===== config.mk =====
export PLATFORM = sky130hd
export DESIGN_NAME = pixel_run_region_extractor
export DESIGN_NICKNAME = d
export VERILOG_FILES = /design/src/rtl/core/prx_pkg.sv /design/src/rtl/core/prx_cfg.sv /design/src/rtl/core/prx_front.sv /design/src/rtl/core/prx_evq.sv /design/src/rtl/core/prx_back.sv /design/src/rtl/core/pixel_run_region_extractor.sv
export SDC_FILE = /design/constraint.sdc
export NUM_CORES = 1
export LEC_CHECK = 0
export BUFFER_PORTS_ARGS = -buffer_cell sky130_fd_sc_hd__buf_4
export CAP_MARGIN = 25
export CELL_PAD_IN_SITES_DETAIL_PLACEMENT = 1
export CELL_PAD_IN_SITES_GLOBAL_PLACEMENT = 2
export CORE_ASPECT_RATIO = 0.75
export CORE_MARGIN = 2
export CORE_UTILIZATION = 40
export DETAILED_ROUTE_END_ITERATION = 10
export PLACE_DENSITY = 0.81
export SLEW_MARGIN = 20
export SYNTH_ARGS = -nofsm -noshare
export SYNTH_HDL_FRONTEND = slang
export SYNTH_HIERARCHICAL = 1
export SYNTH_SLANG_ARGS = --single-unit

===== constraint.sdc =====
create_clock -name clk_i -period 5 [get_ports clk_i]
set_input_delay 0.5 -clock clk_i [delete_from_list [all_inputs] [get_ports clk_i]]
set_output_delay 0.5 -clock clk_i [all_outputs]
set_load 0.01 [all_outputs]

===== src/rtl/core/prx_pkg.sv =====
// ----------------------------------------------------------------------------
// prx_pkg
// Shared types and constants for the pixel run region extractor.
// ----------------------------------------------------------------------------
package prx_pkg;

  localparam int unsigned COORD_BITS = 12;
  localparam int unsigned PIXEL_BITS = 32;
  localparam int unsigned APB_DATA_BITS = 32;
  localparam int unsigned APB_ADDR_BITS = 4;

  typedef logic [COORD_BITS-1:0] coord_t;
  typedef logic [COORD_BITS:0]   coord_ext_t;
  typedef logic [PIXEL_BITS-1:0] pixel_t;

  localparam coord_t COORD_MAX = {COORD_BITS{1'b1}};

  localparam pixel_t KEY_COLOR_RST    = 32'h00FF_FFFF;
  localparam coord_t IMAGE_WIDTH_RST  = 12'd438;
  localparam coord_t IMAGE_HEIGHT_RST = 12'd592;
  localparam coord_t BATCH_LIMIT_RST  = 12'd200;

  typedef enum logic [1:0] {
    REG_KEY_COLOR    = 2'd0,
    REG_IMAGE_WIDTH  = 2'd1,
    REG_IMAGE_HEIGHT = 2'd2,
    REG_BATCH_LIMIT  = 2'd3
  } reg_idx_e;

  typedef struct packed {
    pixel_t key_color;
    coord_t image_width;
    coord_t image_height;
    coord_t batch_limit;
  } cfg_t;

  // Event handed from the front to the back: a closed run and/or frame end.
  typedef struct packed {
    logic   closed;
    logic   frame_last;
    coord_t left;
    coord_t right;
    coord_t row;
  } event_t;

  typedef struct packed {
    logic   run_valid;
    coord_t run_left;
    coord_t run_right;
    coord_t run_row;
    coord_t box_left;
    coord_t box_top;
    coord_t box_right;
    coord_t box_bottom;
    logic   batch_end;
    logic   frame_end;
  } result_t;

  // Status of a two-entry queue as seen by its producer and consumer.
  typedef struct packed {
    logic full;
    logic empty;
  } q_status_t;

endpackage


===== src/rtl/core/prx_cfg.sv =====
// ----------------------------------------------------------------------------
// prx_cfg
// APB register file holding key color, image size and batch limit.
// ----------------------------------------------------------------------------
module prx_cfg (
  input  logic                                clk_i,
  input  logic                                rst_ni,
  input  logic                                psel,
  input  logic                                penable,
  input  logic                                pwrite,
  input  logic [prx_pkg::APB_ADDR_BITS-1:0]   paddr,
  input  logic [prx_pkg::APB_DATA_BITS-1:0]   pwdata,
  output logic [prx_pkg::APB_DATA_BITS-1:0]   prdata,
  output logic                                pready,
  output prx_pkg::cfg_t                       cfg_o
);

  prx_pkg::cfg_t    cfg_q, cfg_d;
  prx_pkg::reg_idx_e idx;
  logic             wr_en;

  assign idx    = prx_pkg::reg_idx_e'(paddr[3:2]);
  assign pready = 1'b1;
  assign wr_en  = psel & penable & pwrite & pready;

  always_comb begin
    cfg_d = cfg_q;
    if (wr_en) begin
      case (idx)
        prx_pkg::REG_KEY_COLOR:    cfg_d.key_color    = pwdata;
        prx_pkg::REG_IMAGE_WIDTH:  cfg_d.image_width  = pwdata[prx_pkg::COORD_BITS-1:0];
        prx_pkg::REG_IMAGE_HEIGHT: cfg_d.image_height = pwdata[prx_pkg::COORD_BITS-1:0];
        prx_pkg::REG_BATCH_LIMIT:  cfg_d.batch_limit  = pwdata[prx_pkg::COORD_BITS-1:0];
        default: cfg_d = cfg_q;
      endcase
    end
  end

  always_comb begin
    case (idx)
      prx_pkg::REG_KEY_COLOR:    prdata = cfg_q.key_color;
      prx_pkg::REG_IMAGE_WIDTH:  prdata = {20'd0, cfg_q.image_width};
      prx_pkg::REG_IMAGE_HEIGHT: prdata = {20'd0, cfg_q.image_height};
      prx_pkg::REG_BATCH_LIMIT:  prdata = {20'd0, cfg_q.batch_limit};
      default: prdata = '0;
    endcase
  end

  always_ff @(posedge clk_i or negedge rst_ni) begin
    if (!rst_ni) begin
      cfg_q.key_color    <= prx_pkg::KEY_COLOR_RST;
      cfg_q.image_width  <= prx_pkg::IMAGE_WIDTH_RST;
      cfg_q.image_height <= prx_pkg::IMAGE_HEIGHT_RST;
      cfg_q.batch_limit  <= prx_pkg::BATCH_LIMIT_RST;
    end else begin
      cfg_q <= cfg_d;
    end
  end

  assign cfg_o = cfg_q;

endmodule


===== src/rtl/core/prx_front.sv =====
// ----------------------------------------------------------------------------
// prx_front
// Pixel intake: key compare, raster position and run tracking.
// ----------------------------------------------------------------------------
module prx_front (
  input  logic                 clk_i,
  input  logic                 rst_ni,
  input  prx_pkg::cfg_t        cfg_i,
  input  logic                 push_i,
  input  prx_pkg::pixel_t      pixel_i,
  input  prx_pkg::q_status_t   evq_status_i,
  output logic                 full_o,
  output logic                 ev_push_o,
  output prx_pkg::event_t      ev_o
);

  prx_pkg::coord_t     col_q, col_d;
  prx_pkg::coord_t     row_q, row_d;
  prx_pkg::coord_t     start_q, start_d;
  logic                in_run_q, in_run_d;

  prx_pkg::coord_ext_t col_p1, row_p1;
  logic                accept, is_key, last_col, last_row, closed, frame_last;

  assign full_o = evq_status_i.full;
  assign accept = push_i & ~evq_status_i.full;

  assign is_key     = (pixel_i == cfg_i.key_color);
  assign col_p1     = {1'b0, col_q} + 1'b1;
  assign row_p1     = {1'b0, row_q} + 1'b1;
  assign last_col   = col_p1 >= {1'b0, cfg_i.image_width};
  assign last_row   = row_p1 >= {1'b0, cfg_i.image_height};
  assign frame_last = last_col & last_row;
  assign closed     = is_key ? in_run_q : last_col;

  always_comb begin
    ev_o.closed     = closed;
    ev_o.frame_last = frame_last;
    ev_o.left       = in_run_q ? start_q : col_q;
    ev_o.right      = is_key ? col_q : col_p1[prx_pkg::COORD_BITS-1:0];
    ev_o.row        = row_q;
  end

  assign ev_push_o = accept & (closed | frame_last);

  always_comb begin
    col_d    = col_q;
    row_d    = row_q;
    start_d  = start_q;
    in_run_d = in_run_q;
    if (accept) begin
      if (!is_key && !in_run_q) begin
        start_d = col_q;
      end
      if (closed) begin
        in_run_d = 1'b0;
      end else if (!is_key) begin
        in_run_d = 1'b1;
      end
      if (last_col) begin
        col_d = '0;
        row_d = last_row ? '0 : row_p1[prx_pkg::COORD_BITS-1:0];
      end else begin
        col_d = col_p1[prx_pkg::COORD_BITS-1:0];
      end
    end
  end

  always_ff @(posedge clk_i or negedge rst_ni) begin
    if (!rst_ni) begin
      col_q    <= '0;
      row_q    <= '0;
      start_q  <= '0;
      in_run_q <= 1'b0;
    end else begin
      col_q    <= col_d;
      row_q    <= row_d;
      start_q  <= start_d;
      in_run_q <= in_run_d;
    end
  end

endmodule


===== src/rtl/core/prx_evq.sv =====
// ----------------------------------------------------------------------------
// prx_evq
// Two-entry event queue between the front and the back.
// ----------------------------------------------------------------------------
module prx_evq (
  input  logic                clk_i,
  input  logic                rst_ni,
  input  logic                push_i,
  input  prx_pkg::event_t     data_i,
  input  logic                pop_i,
  output prx_pkg::event_t     data_o,
  output prx_pkg::q_status_t  status_o
);

  prx_pkg::event_t mem_q [2];
  logic            wr_ptr_q, wr_ptr_d;
  logic            rd_ptr_q, rd_ptr_d;
  logic [1:0]      cnt_q, cnt_d;
  logic            do_push, do_pop;

  assign status_o.full  = cnt_q == 2'd2;
  assign status_o.empty = cnt_q == 2'd0;
  assign do_push = push_i & ~status_o.full;
  assign do_pop  = pop_i & ~status_o.empty;
  assign data_o  = mem_q[rd_ptr_q];

  always_comb begin
    wr_ptr_d = wr_ptr_q ^ do_push;
    rd_ptr_d = rd_ptr_q ^ do_pop;
    cnt_d    = cnt_q + {1'b0, do_push} - {1'b0, do_pop};
  end

  always_ff @(posedge clk_i) begin
    if (do_push) begin
      mem_q[wr_ptr_q] <= data_i;
    end
  end

  always_ff @(posedge clk_i or negedge rst_ni) begin
    if (!rst_ni) begin
      wr_ptr_q <= 1'b0;
      rd_ptr_q <= 1'b0;
      cnt_q    <= '0;
    end else begin
      wr_ptr_q <= wr_ptr_d;
      rd_ptr_q <= rd_ptr_d;
      cnt_q    <= cnt_d;
    end
  end

endmodule


===== src/rtl/core/prx_back.sv =====
// ----------------------------------------------------------------------------
// prx_back
// Batch bounding box, batch count and the two-entry result queue.
// ----------------------------------------------------------------------------
module prx_back (
  input  logic                clk_i,
  input  logic                rst_ni,
  input  prx_pkg::cfg_t       cfg_i,
  input  prx_pkg::event_t     ev_i,
  input  prx_pkg::q_status_t  evq_status_i,
  output logic                ev_pop_o,
  input  logic                pop_i,
  output logic                empty_o,
  output prx_pkg::result_t    res_o
);

  prx_pkg::coord_t  bl_q, bl_d, bt_q, bt_d, br_q, br_d, bb_q, bb_d;
  prx_pkg::coord_t  cnt_q, cnt_d;
  prx_pkg::coord_t  bl_n, bt_n, br_n, bb_n, cnt_p1, bottom;
  logic             flush;
  prx_pkg::result_t res;

  prx_pkg::result_t oq_q [2];
  logic             oq_wr_q, oq_wr_d, oq_rd_q, oq_rd_d;
  logic [1:0]       oq_cnt_q, oq_cnt_d;
  logic             oq_full, oq_push, oq_pop;

  assign oq_full  = oq_cnt_q == 2'd2;
  assign empty_o  = oq_cnt_q == 2'd0;
  assign ev_pop_o = ~evq_status_i.empty & ~oq_full;
  assign oq_push  = ev_pop_o;
  assign oq_pop   = pop_i & ~empty_o;
  assign res_o    = oq_q[oq_rd_q];

  assign bottom = ev_i.row + 1'b1;
  assign cnt_p1 = cnt_q + 1'b1;

  // Fold the closed run into the box before a flush reports it.
  always_comb begin
    bl_n = bl_q;
    bt_n = bt_q;
    br_n = br_q;
    bb_n = bb_q;
    if (ev_i.closed) begin
      bl_n = (ev_i.left < bl_q) ? ev_i.left : bl_q;
      bt_n = (ev_i.row < bt_q) ? ev_i.row : bt_q;
      br_n = (ev_i.right > br_q) ? ev_i.right : br_q;
      bb_n = (bottom > bb_q) ? bottom : bb_q;
    end
    flush = (ev_i.closed && (cnt_p1 >= cfg_i.batch_limit)) || ev_i.frame_last;
  end

  always_comb begin
    res.run_valid  = ev_i.closed;
    res.run_left   = ev_i.closed ? ev_i.left : '0;
    res.run_right  = ev_i.closed ? ev_i.right : '0;
    res.run_row    = ev_i.closed ? ev_i.row : '0;
    res.box_left   = flush ? bl_n : '0;
    res.box_top    = flush ? bt_n : '0;
    res.box_right  = flush ? br_n : '0;
    res.box_bottom = flush ? bb_n : '0;
    res.batch_end  = flush;
    res.frame_end  = ev_i.frame_last;
  end

  always_comb begin
    bl_d  = bl_q;
    bt_d  = bt_q;
    br_d  = br_q;
    bb_d  = bb_q;
    cnt_d = cnt_q;
    if (ev_pop_o) begin
      if (flush) begin
        bl_d  = prx_pkg::COORD_MAX;
        bt_d  = prx_pkg::COORD_MAX;
        br_d  = '0;
        bb_d  = '0;
        cnt_d = '0;
      end else begin
        bl_d  = bl_n;
        bt_d  = bt_n;
        br_d  = br_n;
        bb_d  = bb_n;
        cnt_d = ev_i.closed ? cnt_p1 : cnt_q;
      end
    end
  end

  always_comb begin
    oq_wr_d  = oq_wr_q ^ oq_push;
    oq_rd_d  = oq_rd_q ^ oq_pop;
    oq_cnt_d = oq_cnt_q + {1'b0, oq_push} - {1'b0, oq_pop};
  end

  always_ff @(posedge clk_i) begin
    if (oq_push) begin
      oq_q[oq_wr_q] <= res;
    end
  end

  always_ff @(posedge clk_i or negedge rst_ni) begin
    if (!rst_ni) begin
      bl_q     <= prx_pkg::COORD_MAX;
      bt_q     <= prx_pkg::COORD_MAX;
      br_q     <= '0;
      bb_q     <= '0;
      cnt_q    <= '0;
      oq_wr_q  <= 1'b0;
      oq_rd_q  <= 1'b0;
      oq_cnt_q <= '0;
    end else begin
      bl_q     <= bl_d;
      bt_q     <= bt_d;
      br_q     <= br_d;
      bb_q     <= bb_d;
      cnt_q    <= cnt_d;
      oq_wr_q  <= oq_wr_d;
      oq_rd_q  <= oq_rd_d;
      oq_cnt_q <= oq_cnt_d;
    end
  end

endmodule


===== src/rtl/core/pixel_run_region_extractor.sv =====
// ----------------------------------------------------------------------------
// pixel_run_region_extractor
// Turns raster-order pixels into horizontal run rectangles and batch boxes.
// ----------------------------------------------------------------------------
// Takes one pixel per clock while full is low, top row first. Every pixel
// equal to key_color is background; each horizontal run of other pixels
// comes out as one item (left, right exclusive, row), and batch_end items
// carry the bounding box of the runs since the previous batch_end; a batch
// ends once batch_limit runs are reached or at frame end. The last pixel of
// a frame always produces an item with frame_end set. Pixels that close no
// run and end no batch produce nothing. The front stage (key compare,
// column/row count, run start) writes events into a two-entry queue; the
// back stage (box and batch count) drains one event per clock, while the
// result queue has room, into a two-entry result queue. full rises only
// when both queues are backed up by a stalled consumer. Write the
// configuration registers only while no pixel is in flight.
// ----------------------------------------------------------------------------
module pixel_run_region_extractor (
  input  logic                               clk_i,
  input  logic                               rst_ni,
  input  logic                               psel,
  input  logic                               penable,
  input  logic                               pwrite,
  input  logic [prx_pkg::APB_ADDR_BITS-1:0]  paddr,
  input  logic [prx_pkg::APB_DATA_BITS-1:0]  pwdata,
  output logic [prx_pkg::APB_DATA_BITS-1:0]  prdata,
  output logic                               pready,
  input  logic                               push,
  output logic                               full,
  input  logic [prx_pkg::PIXEL_BITS-1:0]     pixel_value_i,
  output logic                               empty,
  input  logic                               pop,
  output logic                               run_valid_o,
  output logic [prx_pkg::COORD_BITS-1:0]     run_left_o,
  output logic [prx_pkg::COORD_BITS-1:0]     run_right_o,
  output logic [prx_pkg::COORD_BITS-1:0]     run_row_o,
  output logic [prx_pkg::COORD_BITS-1:0]     box_left_o,
  output logic [prx_pkg::COORD_BITS-1:0]     box_top_o,
  output logic [prx_pkg::COORD_BITS-1:0]     box_right_o,
  output logic [prx_pkg::COORD_BITS-1:0]     box_bottom_o,
  output logic                               batch_end_o,
  output logic                               frame_end_o
);

  prx_pkg::cfg_t      cfg;
  prx_pkg::q_status_t evq_status;
  prx_pkg::event_t    ev_in, ev_out;
  prx_pkg::result_t   res;
  logic               ev_push, ev_pop;

  prx_cfg u_cfg (
    .clk_i   (clk_i),
    .rst_ni  (rst_ni),
    .psel    (psel),
    .penable (penable),
    .pwrite  (pwrite),
    .paddr   (paddr),
    .pwdata  (pwdata),
    .prdata  (prdata),
    .pready  (pready),
    .cfg_o   (cfg)
  );

  prx_front u_front (
    .clk_i        (clk_i),
    .rst_ni       (rst_ni),
    .cfg_i        (cfg),
    .push_i       (push),
    .pixel_i      (pixel_value_i),
    .evq_status_i (evq_status),
    .full_o       (full),
    .ev_push_o    (ev_push),
    .ev_o         (ev_in)
  );

  prx_evq u_evq (
    .clk_i    (clk_i),
    .rst_ni   (rst_ni),
    .push_i   (ev_push),
    .data_i   (ev_in),
    .pop_i    (ev_pop),
    .data_o   (ev_out),
    .status_o (evq_status)
  );

  prx_back u_back (
    .clk_i        (clk_i),
    .rst_ni       (rst_ni),
    .cfg_i        (cfg),
    .ev_i         (ev_out),
    .evq_status_i (evq_status),
    .ev_pop_o     (ev_pop),
    .pop_i        (pop),
    .empty_o      (empty),
    .res_o        (res)
  );

  assign run_valid_o  = res.run_valid;
  assign run_left_o   = res.run_left;
  assign run_right_o  = res.run_right;
  assign run_row_o    = res.run_row;
  assign box_left_o   = res.box_left;
  assign box_top_o    = res.box_top;
  assign box_right_o  = res.box_right;
  assign box_bottom_o = res.box_bottom;
  assign batch_end_o  = res.batch_end;
  assign frame_end_o  = res.frame_end;

endmodule

# Word level (Yosys, flattened, before mapping)
# Memories as Yosys holds them, arrays and structs flattened.
# Index checks and enable logic that the tools add are counted.
# totals
reg_bits	173
latchBits	0
mem_bits_rw	250
rom_bits	0
in_bits	75
out_inout_bits	122
wordCells	111
memories	2
# mem_list
name	words	word_bits	rd	rd_ports_with_merged_regs	wr	line_no	text
u_back.oq_q	2	87	1	0	1	prx_back.sv:23	prx_pkg::result_t oq_q [2];
u_evq.mem_q	2	38	1	0	1	prx_evq.sv:15	prx_pkg::event_t mem_q [2];
# classes
add_sub_neg	8
mul	0
div	0
magnitude_cmp	7
n_eq_ne	7
n_shift	0
n_mux	33
bitwise	18
n_reduce_logical	17
# op_table
operator	n
$mux 12	25
$pmux 32 s4	1
$eq 32x32->1	1
$add 12x1->13 const B	2
$ge 13x12->1	2
$add 12x1->12 const B	2
$gt 12x12->1	2
$lt 12x12->1	2
$reduce_and 2->1	8
$ge 12x12->1	1
$and 1x1->1	9
$eq 2x2->1 const B	4
$mux 1	7
$logic_not 2->1	3
$add 2x1->2	2
$not 1->1	4
$sub 2x1->2	2
$xor 1x1->1	4
$eq 2x1->1 const B	1
$logic_and 1x1->1	2
$logic_not 1->1	2
$ne 2x2->1 const B	1
$reduce_bool 2->1	1
$logic_or 1x1->1	1
$or 1x1->1	1

# Logic depth before layout (Yosys ltp)
# Gate-level depths: netlist of the first run.
# logic_depth
word_depth	8
ltp_mapped	19
depth_no_buf	19

# Modules after synthesis
# The synthesis of the first run kept the hierarchy.
# modules_own_cells
mod	n_inst	cells_per_inst	area_each_um2	seq_area_each_um2
prx_back	1	849	11453.5	6856.6
prx_front	1	378	3329.4	925.9
prx_cfg	1	190	3108.0	1746.7
prx_evq	1	138	3007.9	2382.3

# Worst setup path before layout of the first run
# OpenSTA, ideal clock, no wires.
# synth_timing
path_type	register -> register
from	reg u_front.col_q[0]
to	mem u_evq/mem_q[0][0] (netlist bit) (enable)
setup_ns	0.399
arrival_ns	3.916
required_time_ns	4.601
path_slack_ns	0.685
stages_incl_launch_ff	16
n_path_buf	0
synth_period_minus_slack_ns	4.315
path_cell_list	dfrtp_1 -> ha_1 -> and3_4 -> nand3_4 -> nor2_1 -> and3_1 -> xor2_1 -> ha_1 -> nand3_1 -> nor3_1 -> o31a_1 -> or3_1 -> o21ai_0 -> a21oi_1 -> and2_1 -> ha_1
# synth_between
elab_chain_cells	8
word_cells_on_any_way	9
cone_classes	add/sub: 1; order compare: 1; mux: 3; bitwise: 4
# synth_lines
element	line_no	text
start: declaration	prx_front.sv:17	prx_pkg::coord_t col_q, col_d;
start signal: assignment	prx_front.sv:76	col_q <= col_d;
$add 12x1->13 (*)	prx_front.sv:29	assign col_p1 = {1'b0, col_q} + 1'b1;
$ge 13x12->1 (*)	prx_front.sv:31	assign last_col = col_p1 >= {1'b0, cfg_i.image_width};
$mux 1 / $and 1x1->1 (equally long branches)	prx_front.sv:34, prx_front.sv:33	
$or 1x1->1 (*)	prx_front.sv:44	assign ev_push_o = accept & (closed | frame_last);
$and 1x1->1 (*)	prx_front.sv:44	
named net ev_push	pixel_run_region_extractor.sv:49	logic ev_push, ev_pop;
$and 1x1->1 (*)	prx_evq.sv:23	assign do_push = push_i & ~status_o.full;
$mux 1 (*)	prx_evq.sv:34	if (do_push) begin
$mux 1 (not written as such) (*)	prx_evq.sv:35	mem_q[wr_ptr_q] <= data_i;
end: declaration	prx_evq.sv:15	
# The timed path passes the listed nets; every way through them passes the cells marked *.

# Final worst setup path of the first run
# layout_timing
from	reg u_front.col_q[0]
to	mem u_evq/mem_q[0][26] (netlist bit) (enable)
# The elaborated chain is that of the path after synthesis.

==> results of run 1 <==
placed cells by master, fill, tap and decap left out, types with 5 or more instances in the layout:
| cell type | synthesis | final |
|---|---|---|
| and2_1 | 60 | 60 |
| nor4_1 | 8 | 8 |
| ha_1 | 95 | 93 |
| inv_1 | 93 | 93 |
| mux2i_1 | 48 | 48 |
| a21o_1 | 11 | 11 |
| o21bai_1 | 8 | 8 |
| dfrtp_1 | 113 | 112 |
| o21a_1 | 6 | 5 |
| mux4_2 | 12 | 12 |
| nand4_1 | 21 | 21 |
| clkinv_1 | 0 | 7 |
| o21ai_1 | 8 | 8 |
| o22a_1 | 24 | 24 |
| nand3_1 | 27 | 27 |
| mux2_2 | 195 | 195 |
| or3_1 | 7 | 7 |
| a21oi_1 | 32 | 32 |
| nor2b_1 | 9 | 9 |
| nor2_1 | 71 | 69 |
| nor3_1 | 7 | 7 |
| clkbuf_1 | 36 | 14 |
| xnor2_1 | 61 | 61 |
| buf_4 | 17 | 216 |
| dfstp_2 | 60 | 60 |
| o21ai_0 | 35 | 35 |
| nand2b_1 | 13 | 13 |
| clkbuf_16 | 0 | 45 |
| xor2_1 | 25 | 25 |
| a22o_1 | 30 | 30 |
| and3_1 | 19 | 19 |
| mux2_4 | 20 | 20 |
| nand2_1 | 57 | 57 |
| edfxtp_1 | 250 | 250 |
metal layers:
metal | up-vias | part of all wire, % | routed length [um] | track usage, %
met1 | 6640 | 46 | 23160 | 26.40
met4 | 0 | 1.9 | 984 | 4.808
met3 | 64 | 3.7 | 1883 | 2.912
li1 | 6043 | - | - | -
met2 | 219 | 49 | 24670 | 31.25
met5 | - | 0 | 0 | 0
cell type report:
cell class,instances,area (sq um)
multi-input cells,963,8265
repair buffers,218,1644
flip-flops and latches,423,11920
diodes,1,2.502
clock inverters,22,240.2
inverters,95,356.6
fillers,5285,27110
clock buffers,61,1206
well taps,703,879.6
cell usage after synthesis (5+ instances only):
cell type	count	area [sq um]
nor2_1	71	266.5
nor3_1	7	35.03
a21oi_1	32	160.2
mux2i_1	48	480.5
xnor2_1	61	534.3
xor2_1	25	219.0
nand4_1	21	131.4
o22a_1	24	210.2
buf_4	17	127.6
nand2_1	57	214.0
and2_1	60	375.4
nand3_1	27	135.1
buf_1	5	18.77
o21a_1	6	45.04
nor4_1	8	50.05
mux2_2	195	2196
o21ai_1	8	40.04
dfstp_2	60	1577
mux4_2	12	270.3
nand2b_1	13	81.33
a22o_1	30	262.8
dfrtp_1	113	2828
inv_1	93	349.1
clkbuf_1	36	135.1
nor2b_1	9	56.30
a21o_1	11	82.58
ha_1	95	1189
and3_1	19	118.9
buf_2	11	55.05
o21ai_0	35	175.2
o21bai_1	8	60.06
edfxtp_1	250	7507
mux2_4	20	300.3
or3_1	7	43.79
worst paths after layout:
kind / from / end / slack, ps / cells after the start
setup / recovery: u_front/col_q[0] / u_evq/mem_q[0][26] / 380 / 16
hold reg to reg: u_front/start_q[11] / u_front/start_q[11] / 500 / 1
setup reg to reg: u_front/col_q[0] / u_evq/mem_q[0][26] / 380 / 16
max in group asynchronous: rst_ni / u_cfg/cfg_o[15] / 3710 / 2
min in group clk_i: pwdata[27] / u_cfg/cfg_o[63] / 150 / 2
hold / removal: rst_ni / u_cfg/cfg_o[60] / -6 / 1
power groups by stage:
| stage | registers (uW) | clock network [uW] | logic, uW |
|---|---|---|---|
| after floorplan | 5730 | 0 | 3790 |
| after global placement | 5990 | 0 | 5510 |
| after detailed placement | 6080 | 0 | 5690 |
| after CTS | 6030 | 3430 | 5740 |
| after global routing | 6170 | 3560 | 6200 |
| final | 6010 | 3320 | 5630 |
worst reg2reg max path, stage by stage (launching register included):
cell and delay [ps]:
dfrtp_1 530, ha_1 310, and3_4 260, nand3_4 130
nor2_1 300, and3_1 240, xor2_1 100, ha_1 310
nand3_1 130, nor3_1 210, o31a_1 330, or3_1 310
o21ai_0 140, a21oi_1 240, and2_1 200, ha_1 180
buf_4 350
stage by stage:
stage	util, %	instance area (sq um)
floorplan	-	20900
global placement	44.64	23040
detailed placement	44.67	23060
CTS	47.48	24510
global route	47.48	24510
finish	47.48	24510
registers in the layout, indices dropped and copies added, names as in the netlist, 2 cells and up:
signal and flops:
u_back/oq_q 174, u_evq/mem_q 76, u_back/bl_q 12, u_front/start_q 12, u_front/row_q 12, u_back/bt_q 12, u_back/bb_q 12, u_back/oq_cnt_q 2
u_cfg/cfg_o 68, u_back/cnt_q 12, u_evq/cnt_q 2, u_front/col_q 12, u_back/br_q 12
cells by family (layout without fill, tap and decap cells):
family                   after synthesis  in the layout  synth area share [%]
flip-flops                           423            423                 57.00
AND/OR/NAND/NOR                      317            317                 8.047
multiplexers                         277            277                 15.64
AO/OA/AOI/OAI                        187            187                 6.400
buffers and inverters                169            396                 3.604
adder cells (fa/ha/maj)               95             95                 5.688
XOR/XNOR                              86             86                 3.604
other                                  1              2               0.01794
==> flow_summary_export.csv, run 1 <==
group,metric,value,unit
run_status,status,"finished with violations",
run_status,violations,"negative hold slack",
critical_path,cpLargestDelayFamily,"simple AND/OR/NAND/NOR gates",
power,seqPwrFrac,40.2,%
clock_tree,clk_latency,590,ps
routing,first_iter_violations,695,
synthesis,ys_warn_count,6,
floorplan,die_w,267.9,um
critical_path,cp-end-kind,"flop",
routing,drc,0,
timing,final.setup.tns,0,ps
synthesis,syn-cell-area,0.02090,sq mm
finish,layout-drive-gt1-share,33.16,%
placed_design,place.detailed.hpwl,35220,um
routing,via_per_inst,5.216,
power,power.share.combinational,37.6,%
timing,slew_headroom,28.19,%
power,clockPowerShare,22.2,%
placed_design,place_inst,2402,
critical_path,crit_path_frequent_cell,"ha_1",
timing,setup_viol,0,
placed_design,port_buffers,193,
global_routing,antenna_found_initial,1,
global_routing,grt_overflow_total,0,
timing,rsz0062_at_grt,"false",
critical_path,cp_slowest_cell,"dfrtp_1",
floorplan,start_util,40.49,%
timing,whs,-6.363,ps
clock_tree,postCtsHoldBufs,0,
finish,area_growth,17.28,%
power,switchingPower,5104,uW
run,cap_violations,0,
critical_path,worstPathCellList,"ha_1, and3_4, nand3_4, nor2_1, and3_1, xor2_1, ha_1, nand3_1, nor3_1, o31a_1, or3_1, o21ai_0, a21oi_1, and2_1, ha_1, buf_4",
floorplan,rows,72,
power,powerDensity,610.3,mW/mm^2
clock_tree,cts_tree,"done",
clock_tree,clkTransAtPathRegs,60,ps
clock_tree,cts_buffer_depth,3,
synthesis,syn-instance-count,1555,
critical_path,worstSetupStartpointType,"flop",
synthesis,syn_nets,1725,
clock_tree,root_buffer,"clkbuf_16",
timing,hold_violations,4,
critical_path,critPathBufInv,1,
hold_path,hold_class,"in2async",
clock_tree,htreeDepth,2,
finish,final_nets,1916,
critical_path,critPathKind,"reg2reg",
synthesis,synth_edf_count,250,
global_routing,grt_usage,19.02,%
placed_design,finalWeightedCongestion,0.8244,
floorplan,die-area,0.05411,sq mm
floorplan,die_h,202.0,um
synthesis,synth.avg_cell_area,13.44,sq um
global_routing,grt_pass1_vias,14140,
critical_path,worstPathRequired,5230,ps
placed_design,pre_cts_ws,449.0,ps
power,leakage,0.01025,uW
finish,final_cells,2486,
global_routing,grt_max_degree,81,
routing,drt_pre_antenna_iters,7,
floorplan,core_area,0.05162,sq mm
timing,fin_crit_sh,92.36,%
routing,num_vias,12970,
floorplan,boundaryPins,197,
power,ir_drop,0.0003092,V
synthesis,ys.flop_type,"edfxtp_1",
timing,worst_slew_pin_slew,1067,ps
clock_tree,cts_buffers,45,
timing,fmax,216.5,MHz
timing,setup_ws,382.0,ps
clock_tree,cts.sinks,423,
routing,wl_per_cell,20.40,um
clock_tree,cts_setup_buffers,0,
synthesis,ys_async_sr_fraction,40.90,%
power,sw_frac_of_total,34.12,%
synthesis,synth-seq-cells,423,
routing,wl,50710,um
timing,fin_skew,28.11,ps
power,power,14960,uW
critical_path,worstPathArrival,4850,ps
timing,period_minus_slack,4618,ps
routing,ant_nets,0,
critical_path,path_max_fanout,25,
clock_tree,cts_resized,0,
global_routing,grt_pass1_wl,80500,um
synthesis,seq_area_frac_synth,57.00,%
timing,slew_violations,0,
power,power.internal,9854,uW
critical_path,max_stage_delay,530,ps
synthesis,netlist-cell-type-count,69,
(Power assumes the default switching activity.)
==> run 2: changes to the inputs <==
==> constraint.sdc (replaced) <==
create_clock -name clk_i -period 5.8 [get_ports clk_i]
set_input_delay 0.58 -clock clk_i [delete_from_list [all_inputs] [get_ports clk_i]]
set_output_delay 0.58 -clock clk_i [all_outputs]
set_load 0.01 [all_outputs]
==> run 2 against run 1 <==
The run now ends clean. Utilization increased by 0.21 points. Clock power shrank 12%. Register-to-register slack improved by 520 ps. Clock skew decreased by 1.7 ps. Power is 13% lower. Sequential share of layout area shrank 0.21 points. Combinational power decreased by 13%. Sequential power shrank 14%. Via count shrank 0.59%. Critical path depth did not move. Non-clock buffer count shrank 2. Final area up 0.43%.
==> flow_summary_export.csv, run 2 (synthesis gave the netlist of run 1 again) <==
group,metric,value,unit
routing,wl_per_cell,20.32,um
timing,slew_violations,0,
finish,layout-drive-gt1-share,33.43,%
floorplan,core_area,0.05162,sq mm
routing,wl_met3,1394,um
timing,fin_skew,26.44,ps
floorplan,die-area,0.05411,sq mm
critical_path,path_max_fanout,25,
clock_tree,postCtsHoldBufs,0,
finish,layout_common_cells,"edfxtp_1, buf_4, mux2_2",
placed_design,port_buffers,193,
power,power.share.combinational,37.7,%
global_routing,grt_max_degree,91,
global_routing,antenna_found_initial,0,
critical_path,reg2reg_depth,16,
clock_tree,cts_tree,"done",
clock_tree,root_buffer,"clkbuf_16",
routing,drc,0,
timing,worst_slew_pin_slew,1088,ps
timing,hold_violations,0,
routing,num_vias,12890,
timing,rsz0062_at_grt,"false",
timing,setup_viol,0,
critical_path,worstPathRequired,6070,ps
clock_tree,cts_setup_buffers,0,
routing,m1WireLength,23100,um
critical_path,reg2reg_slack,910,ps
routing,routed.top_layer,"met4",
timing,fmax,204.3,MHz
power,powerDensity,527.0,mW/mm^2
routing,ant_nets,0,
power,power.internal,8565,uW
global_routing,grt_overflow_total,0,
placed_design,place.detailed.hpwl,35410,um
power,leakage,0.01029,uW
critical_path,critPathKind,"reg2reg",
routing,drt_pre_antenna_iters,4,
global_routing,grt_pass1_wl,81800,um
timing,fin_crit_sh,84.38,%
floorplan,start_util,40.49,%
floorplan,die_h,202.0,um
critical_path,r2r_start,"u_front/col_q[0]",
floorplan,boundaryPins,197,
critical_path,r2r_end,"u_evq/mem_q[0][21]",
finish,final_cells,2487,
clock_tree,clkTransAtPathRegs,60,ps
global_routing,grt_usage,19.23,%
clock_tree,cts_resized,0,
critical_path,worstSetupStartpointType,"flop",
power,ir_drop,0.0002527,V
routing,via_per_inst,5.183,
hold_path,hold_class,"in2async",
power,sw_frac_of_total,33.98,%
global_routing,grt_pass1_vias,14310,
timing,slew_headroom,26.80,%
run_status,status,"complete, no violations",
floorplan,rows,72,
power,clockPowerShare,22.5,%
routing,wl,50530,um
critical_path,worstPathArrival,5160,ps
routing,first_iter_violations,583,
finish,final_common_cell,"edfxtp_1",
critical_path,cp-end-kind,"flop",
finish,final_nets,1915,
timing,final.setup.tns,0,ps
power,seqPwrFrac,39.8,%
clock_tree,clk_latency,590,ps
clock_tree,cts_buffers,46,
floorplan,die_w,267.9,um
finish,top_register,"u_back/oq_q",
placed_design,finalWeightedCongestion,0.8167,
clock_tree,cts.sinks,423,
placed_design,place_inst,2399,
power,switchingPower,4408,uW
timing,period_minus_slack,4894,ps
run,cap_violations,0,
finish,largest_reg_flops,174,
finish,area_growth,17.79,%
routing,wl_met2,25150,um
clock_tree,htreeDepth,2,
clock_tree,cts_buffer_depth,3,
[run 2: cell types whose count changed in the layout (fill, tap and decap cells not counted), moves of 2 or more]
cell	change
clkinv_2	+4
clkbuf_1	-4
clkbuf_16	+2
clkinvlp_4	+3
buf_12	+3
buf_4	-6
[run 2: routing by layer]
layer,global-route usage [%],vias up
met3,2.887,56
met4,4.549,0
met2,32.76,163
met5,0,-
li1,-,6051
met1,25.85,6620
[run 2: stage by stage]
step | worst slack (ps) | area, sq um | hold slack (ps) | power, uW | utilization, %
6_report | 905.9 | 24620 | 80.32 | 12970 | 47.69
2_1_floorplan | 1485 | 20900 | 284.4 | 8207 | -
4_1_cts | 900.8 | 24590 | 115.6 | 13160 | 47.63
3_3_place_gp | 1078 | 23060 | 483.0 | 9908 | 44.67
3_5_place_dp | 939.3 | 23080 | 491.3 | 10160 | 44.71
5_1_grt | 511.2 | 24610 | 150.2 | 13830 | 47.68
[run 2: layout make-up]
cell class / instances / area, sq um
fillers: 5266 / 27000
flip-flops and latches: 423 / 11920
multi-input cells: 963 / 8269
repair buffers: 216 / 1687
clock buffers: 59 / 1241
well taps: 703 / 879.6
inverters: 95 / 356.6
clock inverters: 27 / 265.3
diodes: 1 / 2.502
[run 2: worst max path at each step]
stage,start,endpoint,slack [ps],cells past startpoint
floorplan,u_front/col_q[0],u_evq/mem_q[0][0],1480,15
global placement,u_front/col_q[0],u_evq/mem_q[1][30],1080,16
detailed placement,u_front/col_q[0],u_evq/mem_q[0][29],940,16
CTS,u_front/col_q[0],u_evq/mem_q[0][21],900,16
global route,u_front/col_q[0],u_evq/mem_q[0][21],510,16
finish,u_front/col_q[0],u_evq/mem_q[0][21],910,16
[run 2: power groups by stage]
stage          clock (uW)  sequential [uW]  combinational, uW
2_1_floorplan           0             4940               3270
3_3_place_gp            0             5150               4760
3_5_place_dp            0             5230               4930
4_1_cts              3010             5180               4970
5_1_grt              3130             5300               5400
6_report             2920             5160               4890
[run 2: critical path, stage by stage (launching register included)]
cell and delay [ps]:
dfrtp_1 530, ha_1 310, and3_4 260, nand3_4 120, nor2_1 290, and3_1 240
xor2_1 240, ha_1 180, nand3_1 120, nor3_1 210, o31a_1 320, or3_1 300
o21ai_0 130, a21oi_1 180, and2_1 190, ha_1 670, buf_12 270
==> run 3: changes to the inputs <==
--- a/config.mk
+++ b/config.mk
@@ -11,9 +11,9 @@
 export CELL_PAD_IN_SITES_GLOBAL_PLACEMENT = 2
 export CORE_ASPECT_RATIO = 0.75
 export CORE_MARGIN = 2
-export CORE_UTILIZATION = 40
+export CORE_UTILIZATION = 38
 export DETAILED_ROUTE_END_ITERATION = 10
-export PLACE_DENSITY = 0.81
+export PLACE_DENSITY = 0.8
 export SLEW_MARGIN = 20
 export SYNTH_ARGS = -nofsm -noshare
 export SYNTH_HDL_FRONTEND = slang
==> constraint.sdc (replaced) <==
create_clock -name clk_i -period 4.5 [get_ports clk_i]
set_input_delay 0.45 -clock clk_i [delete_from_list [all_inputs] [get_ports clk_i]]
set_output_delay 0.45 -clock clk_i [all_outputs]
set_load 0.01 [all_outputs]
==> run 3 against run 2 <==
Combinational power rose by 32%. Worst hold slack improved by 3.4 ps. Non-clock buffer count rose by 23. Sequential share of layout area fell by 0.36 points. Fmax rose by 17%. Clock-buffer cell count rose by 5. First-iteration DRC count fell by 11%. Via count rose by 1.2%. Sequential power rose by 28%. Clock power rose by 27%. Critical path type unchanged. Critical endpoint is now u_back/bb_q[6]. Largest power group unchanged.
==> flow_summary_export.csv, run 3 (synthesis gave the netlist of run 1 again) <==
group,metric,value,unit
timing,setup_viol,0,
global_routing,grt_usage,18.13,%
finish,nFillCells,5621,
finish,top_register,"u_back/oq_q",
floorplan,die_h,207.1,um
routing,via_per_inst,5.165,
timing,worst_slew_pin_slew,1016,ps
clock_tree,cts_tree,"done",
finish,final_common_cell,"edfxtp_1",
finish,final_util,45.55,%
global_routing,use_met2,30.41,%
routing,drc,0,
floorplan,rows,74,
placed_design,place.detailed.hpwl,35820,um
finish,layout_common_cells,"edfxtp_1, buf_4, mux2_2",
global_routing,antenna_found_initial,1,
finish,final_cells,2526,
timing,slew_headroom,32.08,%
timing,hold_violations,0,
finish,multi_input_area,0.008280,sq mm
critical_path,worstPathArrival,4670,ps
routing,ant_nets,0,
hold_path,hold_start,"pwdata[26]",
critical_path,critPathKind,"reg2reg",
critical_path,cpLargestDelayFamily,"compound AO/OA/AOI/OAI gates",
placed_design,place_inst,2436,
global_routing,top_usage_layer,"met2",
critical_path,crit_start,"u_evq/rd_ptr_q",
global_routing,grt_pass1_vias,14400,
floorplan,start_util,38.39,%
timing,period_minus_slack,4198,ps
hold_path,hold_class,"in2reg",
placed_design,pre_cts_ws,242.5,ps
finish,area_growth,18.67,%
critical_path,r2r_start,"u_evq/rd_ptr_q",
floorplan,boundaryPins,197,
finish,seq_area,0.01192,sq mm
clock_tree,root_buffer,"clkbuf_16",
placed_design,port_buffers,193,
global_routing,grt_pass1_wl,81710,um
routing,drt_pre_antenna_iters,4,
timing,fmax,238.2,MHz
power,power,16760,uW
global_routing,met1_usage,24.63,%
clock_tree,cts.sinks,423,
power,powerDensity,675.7,mW/mm^2
clock_tree,htreeDepth,2,
finish,final_nets,1937,
timing,rsz0062_at_grt,"false",
floorplan,core_area,0.05444,sq mm
routing,num_vias,13050,
critical_path,worstPathRequired,4970,ps
critical_path,path_max_fanout,12,
clock_tree,cts_buffer_depth,3,
clock_tree,clk_latency,600,ps
critical_path,worstSetupStartpointType,"flop",
critical_path,cp_slowest_cell,"dfrtp_1",
placed_design,finalWeightedCongestion,0.8035,
global_routing,grt_max_degree,73,
critical_path,worstPathCellList,"mux2_2, and3_1, nor3b_1, nand3_1, xnor2_1, ha_1, a21oi_1, o21ai_0, a2111oi_0, a21oi_1, buf_4, and3_1, a22o_1",
global_routing,grtUsageMet3,2.840,%
finish,n_antenna_cell,0,
routing,first_iter_violations,519,
power,leakage,0.01041,uW
clock_tree,cts_buffers,45,
global_routing,grt_overflow_total,0,
timing,slew_violations,0,
run_status,status,"complete, no violations",
run,cap_violations,0,
timing,fin_crit_sh,93.30,%
critical_path,cp-end-kind,"flop",
critical_path,max_stage_delay,480,ps
finish,largest_reg_flops,174,
timing,setup_ws,301.6,ps
clock_tree,clkTransAtPathRegs,60,ps
floorplan,die-area,0.05691,sq mm
power,ir_drop,0.0003623,V
routing,wl,50890,um
critical_path,critPathBufInv,1,
routing,wl_per_cell,20.15,um
finish,layout-drive-gt1-share,34.65,%
floorplan,die_w,274.8,um
timing,fin_skew,25.03,ps
timing,final.setup.tns,0,ps
[run 3: final timing paths]
path	endpoint	cells past startpoint	slack, ps
worst min register to register	u_front/start_q[0]	1	510
worst max register to register	u_back/bb_q[6]	13	300
min in group asynchronous	u_cfg/cfg_o[60]	2	450
worst min-delay path	u_cfg/cfg_o[62]	2	80
worst max-delay path	u_back/bb_q[6]	13	300
max in group asynchronous	u_back/bl_q[6]	3	3150
[run 3: layout make-up]
type | instances | area share (%)
clock buffers | 64 | 5.232
clock inverters | 20 | 0.7467
inverters | 95 | 1.438
multi-input cells | 963 | 33.39
flip-flops and latches | 423 | 48.05
well taps | 722 | 3.643
repair buffers | 239 | 7.507
[run 3: report_power, final]
| part | total [uW] | switching [uW] | internal [uW] | leakage [uW] |
|---|---|---|---|---|
| combinational | 6450 | 3430 | 3020 | 0.00517 |
| clock | 3700 | 1610 | 2090 | 0.000726 |
| sequential | 6600 | 706 | 5900 | 0.00451 |
[run 3: per-stage QoR]
| step | hold slack (ps) | cell area [sq um] |
|---|---|---|
| 3_3_place_gp | 483.0 | 23210 |
| 3_5_place_dp | 491.7 | 23230 |
| 6_report | 83.73 | 24800 |
| 2_1_floorplan | 154.4 | 20900 |
| 5_1_grt | 67.45 | 24800 |
| 4_1_cts | 58.68 | 24720 |
[run 3: timing repair]
action                     CTS  global route
hold buffers                 1             0
hold endpoints to repair    47             0
buffers inserted             0             4
setup endpoints to repair    0            77
gates resized for setup      0             6
[run 3: per-layer routing]
layer | share of wire, % | up-vias
li1 | - | 6074
met1 | 45 | 6721
met2 | 49 | 190
met3 | 3.5 | 62
met4 | 2.0 | 0
met5 | 0 | -
